==> src/rtl/dssm_pkg.sv <==
// ----------------------------------------------------------------------------
// dssm_pkg
// Shared types and constants for the dequantised span SAD and peak block.
// ----------------------------------------------------------------------------
package dssm_pkg;

    localparam int unsigned LUMA_W      = 8;
    localparam int unsigned LEVEL_W     = 8;
    localparam int unsigned GRAY_W      = 8;
    localparam int unsigned DIFF_W      = 8;
    localparam int unsigned SUM_W       = 32;
    localparam int unsigned TABLE_WORDS = 4;
    localparam int unsigned TABLE_IDX_W = 2;
    localparam int unsigned CFG_DATA_W  = 64;
    localparam int unsigned ENTRY_IDX_W = 5;
    localparam int unsigned S_DATA_W    = 16;
    localparam int unsigned M_DATA_W    = 40;

    // Highest level that has its own table entry; larger levels clamp to it.
    localparam logic [ENTRY_IDX_W-1:0] LEVEL_MAX = 5'd31;

    // One classified pixel passed from the front end to the accumulator.
    typedef struct packed {
        logic              last;
        logic [DIFF_W-1:0] diff;
    } dssm_item_t;

    localparam int unsigned ITEM_W = $bits(dssm_item_t);

endpackage

==> src/rtl/dssm_front.sv <==
// ----------------------------------------------------------------------------
// dssm_front
// Holds the gray table, dequantises the stored level and registers the
// absolute difference against the new luma.
// ----------------------------------------------------------------------------
module dssm_front
    import dssm_pkg::*;
(
    input  logic                   aclk,
    input  logic                   aresetn,
    input  logic                   cfg_we,
    input  logic [TABLE_IDX_W-1:0] cfg_index,
    input  logic [CFG_DATA_W-1:0]  cfg_wdata,
    input  logic                   in_valid,
    output logic                   in_ready,
    input  logic [LUMA_W-1:0]      in_luma,
    input  logic [LEVEL_W-1:0]     in_level,
    input  logic                   in_last,
    output logic                   q_valid,
    input  logic                   q_ready,
    output dssm_item_t             q_item
);

    logic [CFG_DATA_W-1:0]  gray_table_reg [TABLE_WORDS];
    logic [ENTRY_IDX_W-1:0] entry_idx;
    logic [CFG_DATA_W-1:0]  table_word;
    logic [GRAY_W-1:0]      gray;
    dssm_item_t             item_next;
    dssm_item_t             stage_reg;
    logic                   stage_valid_reg;

    always_comb begin
        if (in_level > LEVEL_W'(LEVEL_MAX)) begin
            entry_idx = LEVEL_MAX;
        end else begin
            entry_idx = in_level[ENTRY_IDX_W-1:0];
        end
        table_word = gray_table_reg[entry_idx[ENTRY_IDX_W-1:3]];
        gray       = table_word[{entry_idx[2:0], 3'b000} +: GRAY_W];
        item_next.last = in_last;
        if (in_luma > gray) begin
            item_next.diff = in_luma - gray;
        end else begin
            item_next.diff = gray - in_luma;
        end
    end

    assign in_ready = !stage_valid_reg || q_ready;
    assign q_valid  = stage_valid_reg;
    assign q_item   = stage_reg;

    always_ff @(posedge aclk) begin
        if (!aresetn) begin
            for (int i = 0; i < TABLE_WORDS; i++) begin
                gray_table_reg[i] <= '0;
            end
        end else if (cfg_we) begin
            gray_table_reg[cfg_index] <= cfg_wdata;
        end
    end

    always_ff @(posedge aclk) begin
        if (!aresetn) begin
            stage_valid_reg <= 1'b0;
        end else if (in_valid && in_ready) begin
            stage_valid_reg <= 1'b1;
        end else if (q_ready) begin
            stage_valid_reg <= 1'b0;
        end
    end

    always_ff @(posedge aclk) begin
        if (in_valid && in_ready) begin
            stage_reg <= item_next;
        end
    end

endmodule

==> src/rtl/dssm_fifo.sv <==
// ----------------------------------------------------------------------------
// dssm_fifo
// Short register queue that decouples the front end from the accumulator.
// ----------------------------------------------------------------------------
module dssm_fifo
    import dssm_pkg::*;
#(
    parameter int unsigned DEPTH = 4
)
(
    input  logic       aclk,
    input  logic       aresetn,
    input  logic       push_valid,
    output logic       push_ready,
    input  dssm_item_t push_item,
    output logic       pop_valid,
    input  logic       pop_ready,
    output dssm_item_t pop_item
);

    localparam int unsigned PTR_W = (DEPTH > 1) ? $clog2(DEPTH) : 1;
    localparam int unsigned CNT_W = $clog2(DEPTH + 1);
    localparam logic [PTR_W-1:0] PTR_LAST = PTR_W'(DEPTH - 1);

    dssm_item_t       slot_reg [DEPTH];
    logic [PTR_W-1:0] wr_ptr_reg;
    logic [PTR_W-1:0] rd_ptr_reg;
    logic [CNT_W-1:0] count_reg;
    logic             push;
    logic             pop;

    assign push_ready = (count_reg != CNT_W'(DEPTH));
    assign pop_valid  = (count_reg != '0);
    assign pop_item   = slot_reg[rd_ptr_reg];
    assign push       = push_valid && push_ready;
    assign pop        = pop_valid && pop_ready;

    always_ff @(posedge aclk) begin
        if (!aresetn) begin
            wr_ptr_reg <= '0;
            rd_ptr_reg <= '0;
            count_reg  <= '0;
        end else begin
            if (push) begin
                wr_ptr_reg <= (wr_ptr_reg == PTR_LAST) ? '0 : wr_ptr_reg + 1'b1;
            end
            if (pop) begin
                rd_ptr_reg <= (rd_ptr_reg == PTR_LAST) ? '0 : rd_ptr_reg + 1'b1;
            end
            if (push && !pop) begin
                count_reg <= count_reg + 1'b1;
            end else if (pop && !push) begin
                count_reg <= count_reg - 1'b1;
            end
        end
    end

    always_ff @(posedge aclk) begin
        if (push) begin
            slot_reg[wr_ptr_reg] <= push_item;
        end
    end

    a_count_bound: assert property (@(posedge aclk) disable iff (!aresetn)
        count_reg <= CNT_W'(DEPTH))
        else $error("queue fill count above depth");

    a_ptr_gap: assert property (@(posedge aclk) disable iff (!aresetn)
        (count_reg == '0) |-> (wr_ptr_reg == rd_ptr_reg))
        else $error("empty queue with unequal pointers");

endmodule

==> src/rtl/dssm_back.sv <==
// ----------------------------------------------------------------------------
// dssm_back
// Accumulates the span sum and peak and holds each finished span result in
// an output register until it is taken.
// ----------------------------------------------------------------------------
module dssm_back
    import dssm_pkg::*;
(
    input  logic                aclk,
    input  logic                aresetn,
    input  logic                q_valid,
    output logic                q_ready,
    input  dssm_item_t          q_item,
    output logic                m_tvalid,
    input  logic                m_tready,
    output logic [M_DATA_W-1:0] m_tdata
);

    logic [SUM_W-1:0]    running_sum_reg;
    logic [DIFF_W-1:0]   running_peak_reg;
    logic [SUM_W-1:0]    sum_next;
    logic [DIFF_W-1:0]   peak_next;
    logic                out_valid_reg;
    logic [M_DATA_W-1:0] out_data_reg;
    logic                take;

    // A mid-span word never needs the output register, so it is never held.
    assign q_ready  = !q_item.last || !out_valid_reg || m_tready;
    assign take     = q_valid && q_ready;
    assign sum_next = running_sum_reg + SUM_W'(q_item.diff);
    assign peak_next = (q_item.diff > running_peak_reg) ? q_item.diff : running_peak_reg;
    assign m_tvalid = out_valid_reg;
    assign m_tdata  = out_data_reg;

    always_ff @(posedge aclk) begin
        if (!aresetn) begin
            running_sum_reg  <= '0;
            running_peak_reg <= '0;
            out_valid_reg    <= 1'b0;
        end else begin
            if (take) begin
                if (q_item.last) begin
                    running_sum_reg  <= '0;
                    running_peak_reg <= '0;
                end else begin
                    running_sum_reg  <= sum_next;
                    running_peak_reg <= peak_next;
                end
            end
            if (take && q_item.last) begin
                out_valid_reg <= 1'b1;
            end else if (m_tready) begin
                out_valid_reg <= 1'b0;
            end
        end
    end

    always_ff @(posedge aclk) begin
        if (take && q_item.last) begin
            out_data_reg <= {peak_next, sum_next};
        end
    end

    a_clear_after_span: assert property (@(posedge aclk) disable iff (!aresetn)
        (take && q_item.last) |=> (running_sum_reg == '0 && running_peak_reg == '0))
        else $error("accumulators not cleared after span end");

    a_result_follows_last: assert property (@(posedge aclk) disable iff (!aresetn)
        (take && q_item.last) |=> m_tvalid)
        else $error("span end did not produce a result");

endmodule

==> src/rtl/dequantized_span_sad_max.sv <==
// ----------------------------------------------------------------------------
// dequantized_span_sad_max
// Sum and peak of absolute differences between new luma and dequantised
// stored levels over a span of pixels.
// ----------------------------------------------------------------------------
//
//  Channel   Direction  Word contents (lowest bit first)       Handshake
//  s_        in         tdata: new_luma[7:0], old_level[15:8];  tvalid/tready
//                       tlast: span_end
//  m_        out        tdata: abs_diff_sum[31:0],              tvalid/tready
//                       peak_diff[39:32]
//  cfg_      in         gray_table_word0..3 by cfg_index        cfg_we only
//
// One pixel word is accepted every clock cycle while the front register is
// empty or the queue has room; the table lookup is combinational and the
// accumulator is updated on each accepted word. A result passes through the
// front register, the queue and the output register in turn after its
// span-end word is accepted. Reset is synchronous and active low; it clears
// the gray table, the running sum and peak, the queue and all valid flags.
// A stall on the result side only holds back span-end words; the queue soaks
// up the delay so that the input keeps flowing until it fills.
//
// The front end clamps the level to 31, reads the gray value from the table
// held in four 64-bit registers (level 8w+b in byte b of word w) and
// registers the absolute difference. The back end adds it into a 32-bit sum
// that wraps and keeps the largest difference; on a span-end word it
// latches both, including that word, and clears the accumulators.
// ----------------------------------------------------------------------------
module dequantized_span_sad_max
    import dssm_pkg::*;
#(
    parameter int unsigned FIFO_DEPTH = 4
)
(
    input  logic                   aclk,
    input  logic                   aresetn,
    // Configuration writes.
    input  logic                   cfg_we,
    input  logic [TABLE_IDX_W-1:0] cfg_index,
    input  logic [CFG_DATA_W-1:0]  cfg_wdata,
    // Pixel words.
    input  logic                   s_tvalid,
    output logic                   s_tready,
    input  logic [S_DATA_W-1:0]    s_tdata,   // new_luma[7:0], old_level[15:8]
    input  logic                   s_tlast,   // span_end
    // Span results.
    output logic                   m_tvalid,
    input  logic                   m_tready,
    output logic [M_DATA_W-1:0]    m_tdata    // abs_diff_sum[31:0], peak_diff[39:32]
);

    logic       fq_valid;
    logic       fq_ready;
    dssm_item_t fq_item;
    logic       qb_valid;
    logic       qb_ready;
    dssm_item_t qb_item;

    dssm_front u_front (
        .aclk      (aclk),
        .aresetn   (aresetn),
        .cfg_we    (cfg_we),
        .cfg_index (cfg_index),
        .cfg_wdata (cfg_wdata),
        .in_valid  (s_tvalid),
        .in_ready  (s_tready),
        .in_luma   (s_tdata[LUMA_W-1:0]),
        .in_level  (s_tdata[LUMA_W +: LEVEL_W]),
        .in_last   (s_tlast),
        .q_valid   (fq_valid),
        .q_ready   (fq_ready),
        .q_item    (fq_item)
    );

    // The queue lets the front end keep taking pixels while a finished result
    // waits on the output side.
    dssm_fifo #(
        .DEPTH (FIFO_DEPTH)
    ) u_fifo (
        .aclk       (aclk),
        .aresetn    (aresetn),
        .push_valid (fq_valid),
        .push_ready (fq_ready),
        .push_item  (fq_item),
        .pop_valid  (qb_valid),
        .pop_ready  (qb_ready),
        .pop_item   (qb_item)
    );

    dssm_back u_back (
        .aclk     (aclk),
        .aresetn  (aresetn),
        .q_valid  (qb_valid),
        .q_ready  (qb_ready),
        .q_item   (qb_item),
        .m_tvalid (m_tvalid),
        .m_tready (m_tready),
        .m_tdata  (m_tdata)
    );

endmodule
==> config.mk <==
export PLATFORM = sky130hd
export DESIGN_NAME = dequantized_span_sad_max
export DESIGN_NICKNAME = d
export VERILOG_FILES = /design/src/rtl/dssm_pkg.sv /design/src/rtl/dssm_front.sv /design/src/rtl/dssm_fifo.sv /design/src/rtl/dssm_back.sv /design/src/rtl/dequantized_span_sad_max.sv
export SDC_FILE = /design/constraint.sdc
export NUM_CORES = 1
export LEC_CHECK = 0
export BUFFER_PORTS_ARGS = -buffer_cell sky130_fd_sc_hd__buf_2
export CORE_MARGIN = 2
export CORE_UTILIZATION = 50
export DETAILED_ROUTE_END_ITERATION = 8
export GPL_TIMING_DRIVEN = 0
export PLACE_DENSITY = 0.7
export SYNTH_ARGS = -nofsm -noshare
export SYNTH_HDL_FRONTEND = slang
export SYNTH_SLANG_ARGS = --single-unit
==> constraint.sdc <==
create_clock -name aclk -period 15 [get_ports aclk]
set_input_delay 1.5 -clock aclk [delete_from_list [all_inputs] [get_ports aclk]]
set_output_delay 1.5 -clock aclk [all_outputs]
set_load 0.05 [all_outputs]
After elaboration in Yosys (flattened, before gate mapping)
Memories as Yosys holds them, arrays and structs flattened. A register that Yosys moved wholly into a read port is not among the register bits.
Index checks and enable logic that the tools add are counted.

word-level totals
  register bits after elaboration = 98
  RAM bits = 292
  bits of input ports = 88
  memories = 2

memories
  name                    words  width  rd ports  clocked after Yosys merged registers in  write ports  line              RTL
  u_front.gray_table_reg  4      64     1         0                                        4            dssm_front.sv:24  logic [CFG_DATA_W-1:0] gray_table_reg [TABLE_WORDS];
  u_fifo.slot_reg         4      9      1         1                                        1            dssm_fifo.sv:25   dssm_item_t slot_reg [DEPTH];

cells by class
  add/sub/neg operators = 7
  magnitude comparators = 3
  eq/ne operators = 3
  shift operators = 1
  mux-type cells = 24
  reduce and logical (&&, ||, !) cells = 19

operators by type and width
  cell                                                count
  two-way mux 64 bit                                  1
  OR reduction 64 bit                                 1
  indexed part select 64 x 7 -> 8 bit                 1
  adder 32 x 8 -> 32 bit                              1
  two-way mux 32 bit                                  1
  two-way mux 8 bit                                   3
  > comparator 8 bit                                  2
  subtractor 8 bit                                    2
  two-way mux 1 bit                                   11
  two-way mux 2 bit                                   5
  > comparator 8 x 5 -> 1 bit, second input constant  1
  logical AND 1 bit                                   6
  two-way mux 3 bit                                   2
  nonzero test 2 bit                                  3
  logical NOT 1 bit                                   5
  two-way mux 5 bit                                   1
  adder 2 x 1 -> 2 bit, second input constant         2
  == test 2 bit, second input constant                2
  adder 3 x 1 -> 3 bit, second input constant         1
  logical OR 1 bit                                    3
  != test 3 bit, second input constant                1
  nonzero test 3 bit                                  1
  subtractor 3 x 1 -> 3 bit, second input constant    1

Depth between registers and ports, before layout
  depth in word-level cells = 7
  gate-level depth with buffers = 19

Cells and area by module
From an unflattened synthesis, not the netlist that was laid out.

unflattened totals
  cells, all modules = 1565
  area total of the unflattened synthesis = 18855.6 um^2

modules (own cells, without submodules)
  module      times used  cells each  area an instance (um^2)
  dssm_front  1           1068        12897.4
  dssm_back   1           399         4180.3
  dssm_fifo   1           98          1778.0

Worst setup path before layout
Ideal clock, no wire load.

  path kind = input to register
  start = in cfg_we
  end = mem u_front.gray_table_reg[2][0], enable pin
  arrival = 6285 ps
  required time = 14426 ps
  setup slack = 8141 ps
  cell stages on the path = 3
  path buffers = 1
  cells stage by stage = clkbuf_1 nand2_1 o21ai_0

RTL lines
  item                line                            RTL
  start: declaration  dequantized_span_sad_max.sv:38  input logic cfg_we,
  end: declaration    dssm_front.sv:24

==> flow_summary.yaml <==
outcome:
  status: "complete, no violations"
clock_network:
  cts_setup_buffers: 0
  clockBufferDepth: 3
  cts_tree: "yes"
  cts_hold_buf: 0
  clk_latency_ns: 0.57
  cts-root-buf: "clkbuf_16"
  clk_pin_slew_ns: 0.06
  cts_made_buffers: 43
  cts_sinks: 392
  cts_resized: 0
  htree_num_levels: 2
worst_setup_path:
  slowest_stage: "clkbuf_1"
  path_cells: "buf_2, or3_1, buf_2, nor2_1, clkbuf_1, a221oi_1, o21ai_0, o311ai_0, ha_1, clkbuf_1, nand4_1, a21oi_1, o22a_1, clkbuf_1, nor2_1, a31o_2, xnor2_1"
  crit_fanout: 10
  cp_top_family: "buffers and inverters"
  critPathBufInv: 5
  max_stage_delay_ns: 0.70
  reg2reg_from: "u_front.gray_table_reg[0][19]"
  crit_start: "s_tdata[14]"
  crit_type: "primary input to flop"
  rr_worst_depth: 15
  critical_path_arrival_ns: 6.39
  crit_path_frequent_cell: "clkbuf_1"
  end_kind: "flop"
  critPathRequiredTime_ns: 15.30
  cp_num_cells: 17
  start_kind: "primary input"
logic_synthesis:
  synth_cell_types: 66
  seq_area_frac_synth_pct: 60.0
  yosysTopAreaCellShare_pct: 54.5
  synth_common_cells: "edfxtp_1 (341), and2_1 (201), nand2_1 (138)"
  yosysMostFrequentCell: "edfxtp_1"
  synthTopCellsByArea: "edfxtp_1 (55%), and2_1 (6.7%), dfxtp_1 (5.4%), nand2_1 (2.8%), mux2i_1 (2.7%)"
  yosysWarnings: 0
  synth-seq-cells: 392
  syn-cell-area_mm2: 0.0188
  postSynthAreaPerCell_um2: 12.2
  synth-edff-count: 341
  async_flop_share_pct: 0
  synth_top_cell_by_area: "edfxtp_1"
  ys.flop_type: "edfxtp_1"
  synthCells: 1543
  synth.net_count: 1672
sta:
  hold_viol_final: 0
  holdWs_ns: 0.477
  min_period_over_period_pct: 40.6
  slew_headroom_pct: 22.0
  rsz0062_at_grt: "false"
  period_minus_slack_ns: 6.09
  worst_pin_slew_ns: 1.17
  fin_setup_tns_ns: 0
  fmax_mhz: 164
  setup_viol: 0
  timing.final.max_slew_violations: 0
  fin_skew_ns: 0.0212
final_layout:
  drive_above_1_share_pct: 15.8
  seqCellArea_mm2: 0.0113
  area_growth_pct: 14.8
  largest_register_ffs: 256
  multi_input_area_mm2: 0.00695
  fillers: 3018
  nNetsFinal: 1852
  utilization_pct: 58.6
placed_design:
  gp_congestion: 0.938
  dp_hpwl_um: 35800
  port_buffers: 129
pwr:
  power.switching_mw: 1.06
  p_clk_share_pct: 31.3
  p_comb_share_pct: 25.8
  internal_power_mw: 2.24
  ir_worst_vdd_v: 0.0000924
  p_per_area_mw_per_mm2: 153
  pwr-share-seq_pct: 42.9
  p_leak_nw: 8.38
  p_sw_share_pct: 32.1
routing:
  vias: 13400
  drt-pass1-iter-count: 5
  via_per_inst: 6.01
  totalWireLength_um: 51800
  drcViolationCount: 0
  ant_nets: 0
  drtIter0Drc: 1558
  wl_per_cell_um: 23.3
grt:
  grt_usage_pct: 27.0
  grt_max_degree: 53
  grt_pass1_vias: 13000
  grt_overflow_total: 0
  grt_pass1_wl_um: 78000
  antenna_found_initial: 1
job:
  cap_violations: 0
hold_path:
  hold_path.class: "flop to flop"
  hold_depth: 1
  hold_path.startpoint: "u_back.running_peak_reg[6]"
floorplanning:
  fp.dieW_um: 198
  core_mm2: 0.0368
  start_util_pct: 51.0
  io_pins: 130
  die-area_mm2: 0.0391
  rows: 70
  die_h_um: 198
## per-stage QoR
stage	std cells	setup slack, ns	area (um2)	power [mW]
floorplan	1543	8.14	18800	2.04
global placement	2140	4.53	20000	2.26
detailed placement	2146	8.56	20200	2.29
CTS	2223	9.14	21600	3.31
global route	2223	8.82	21600	3.45
finish	2225	8.91	21600	3.30
## area by class of cell
| cell class | count | share of cell area, % |
|---|---|---|
| antenna | 2 | 0.0232 |
| clock inverter | 22 | 0.679 |
| buffer | 105 | 2.23 |
| clock buffer | 55 | 5.64 |
| inverter | 35 | 0.609 |
| timing repair buffer | 135 | 3.66 |
| multi-input combinational | 1011 | 32.2 |
| tap | 468 | 2.72 |
| sequential | 392 | 52.2 |
## power by group through the flow
stage	Combinational [mW]	Clock, mW	Sequential, mW
floorplan	0.452	0	1.59
global placement	0.816	0	1.44
detailed placement	0.849	0	1.44
CTS	0.854	1.04	1.42
global route	0.933	1.09	1.43
finish	0.853	1.03	1.42
## cell families (layout without fill, tap and decap cells)
logic type      Yosys count  after routing  synth area share (%)
flops                   392            392                  60.0
xor+xnor                 38             38                  1.77
other cells               0              2                     0
simple gates            618            618                  18.0
fa+ha+maj                41             41                  2.89
compound gates          244            244                  9.24
mux                      70             70                  4.88
buf+inv                 140            352                  3.26
## final timing paths
kind,slack [ns],to
setup / recovery,8.91,u_front.q_item[3]
hold / removal,0.48,u_back.running_peak_reg[6]
setup reg to reg,10.99,u_front.q_item[3]
hold reg to reg,0.48,u_back.running_peak_reg[6]
## placed cells by master, fill, tap and decap left out, types with 10 or more instances in the layout
master,synthesis,routed
a21o_1,16,16
a21oi_1,41,41
a221oi_1,20,20
a22o_1,16,16
a31oi_1,19,19
and2_1,201,201
and3_1,72,72
buf_2,18,147
clkbuf_1,74,81
clkbuf_16,0,47
clkinv_1,0,11
dfxtp_1,51,51
edfxtp_1,341,341
ha_1,37,37
inv_1,35,35
mux2i_1,51,51
mux4_2,17,17
nand2_1,138,137
nand3_1,88,88
nand4_1,10,10
nor2_1,28,27
nor2b_1,17,17
nor3_1,15,15
o21ai_0,41,40
or2_2,16,16
xnor2_1,24,24
xor2_1,14,14
## per-layer routing
metal  vias to the layer above  part of all wire (%)  track usage (%)
li1                       6072                     -                -
met1                      6543                    41             36.2
met2                       646                    47             44.2
met3                       121                   8.4             4.85
met4                         0                   3.6             9.77
met5                         -                     0                0
Note: power is estimated with default switching activity, not from simulation.
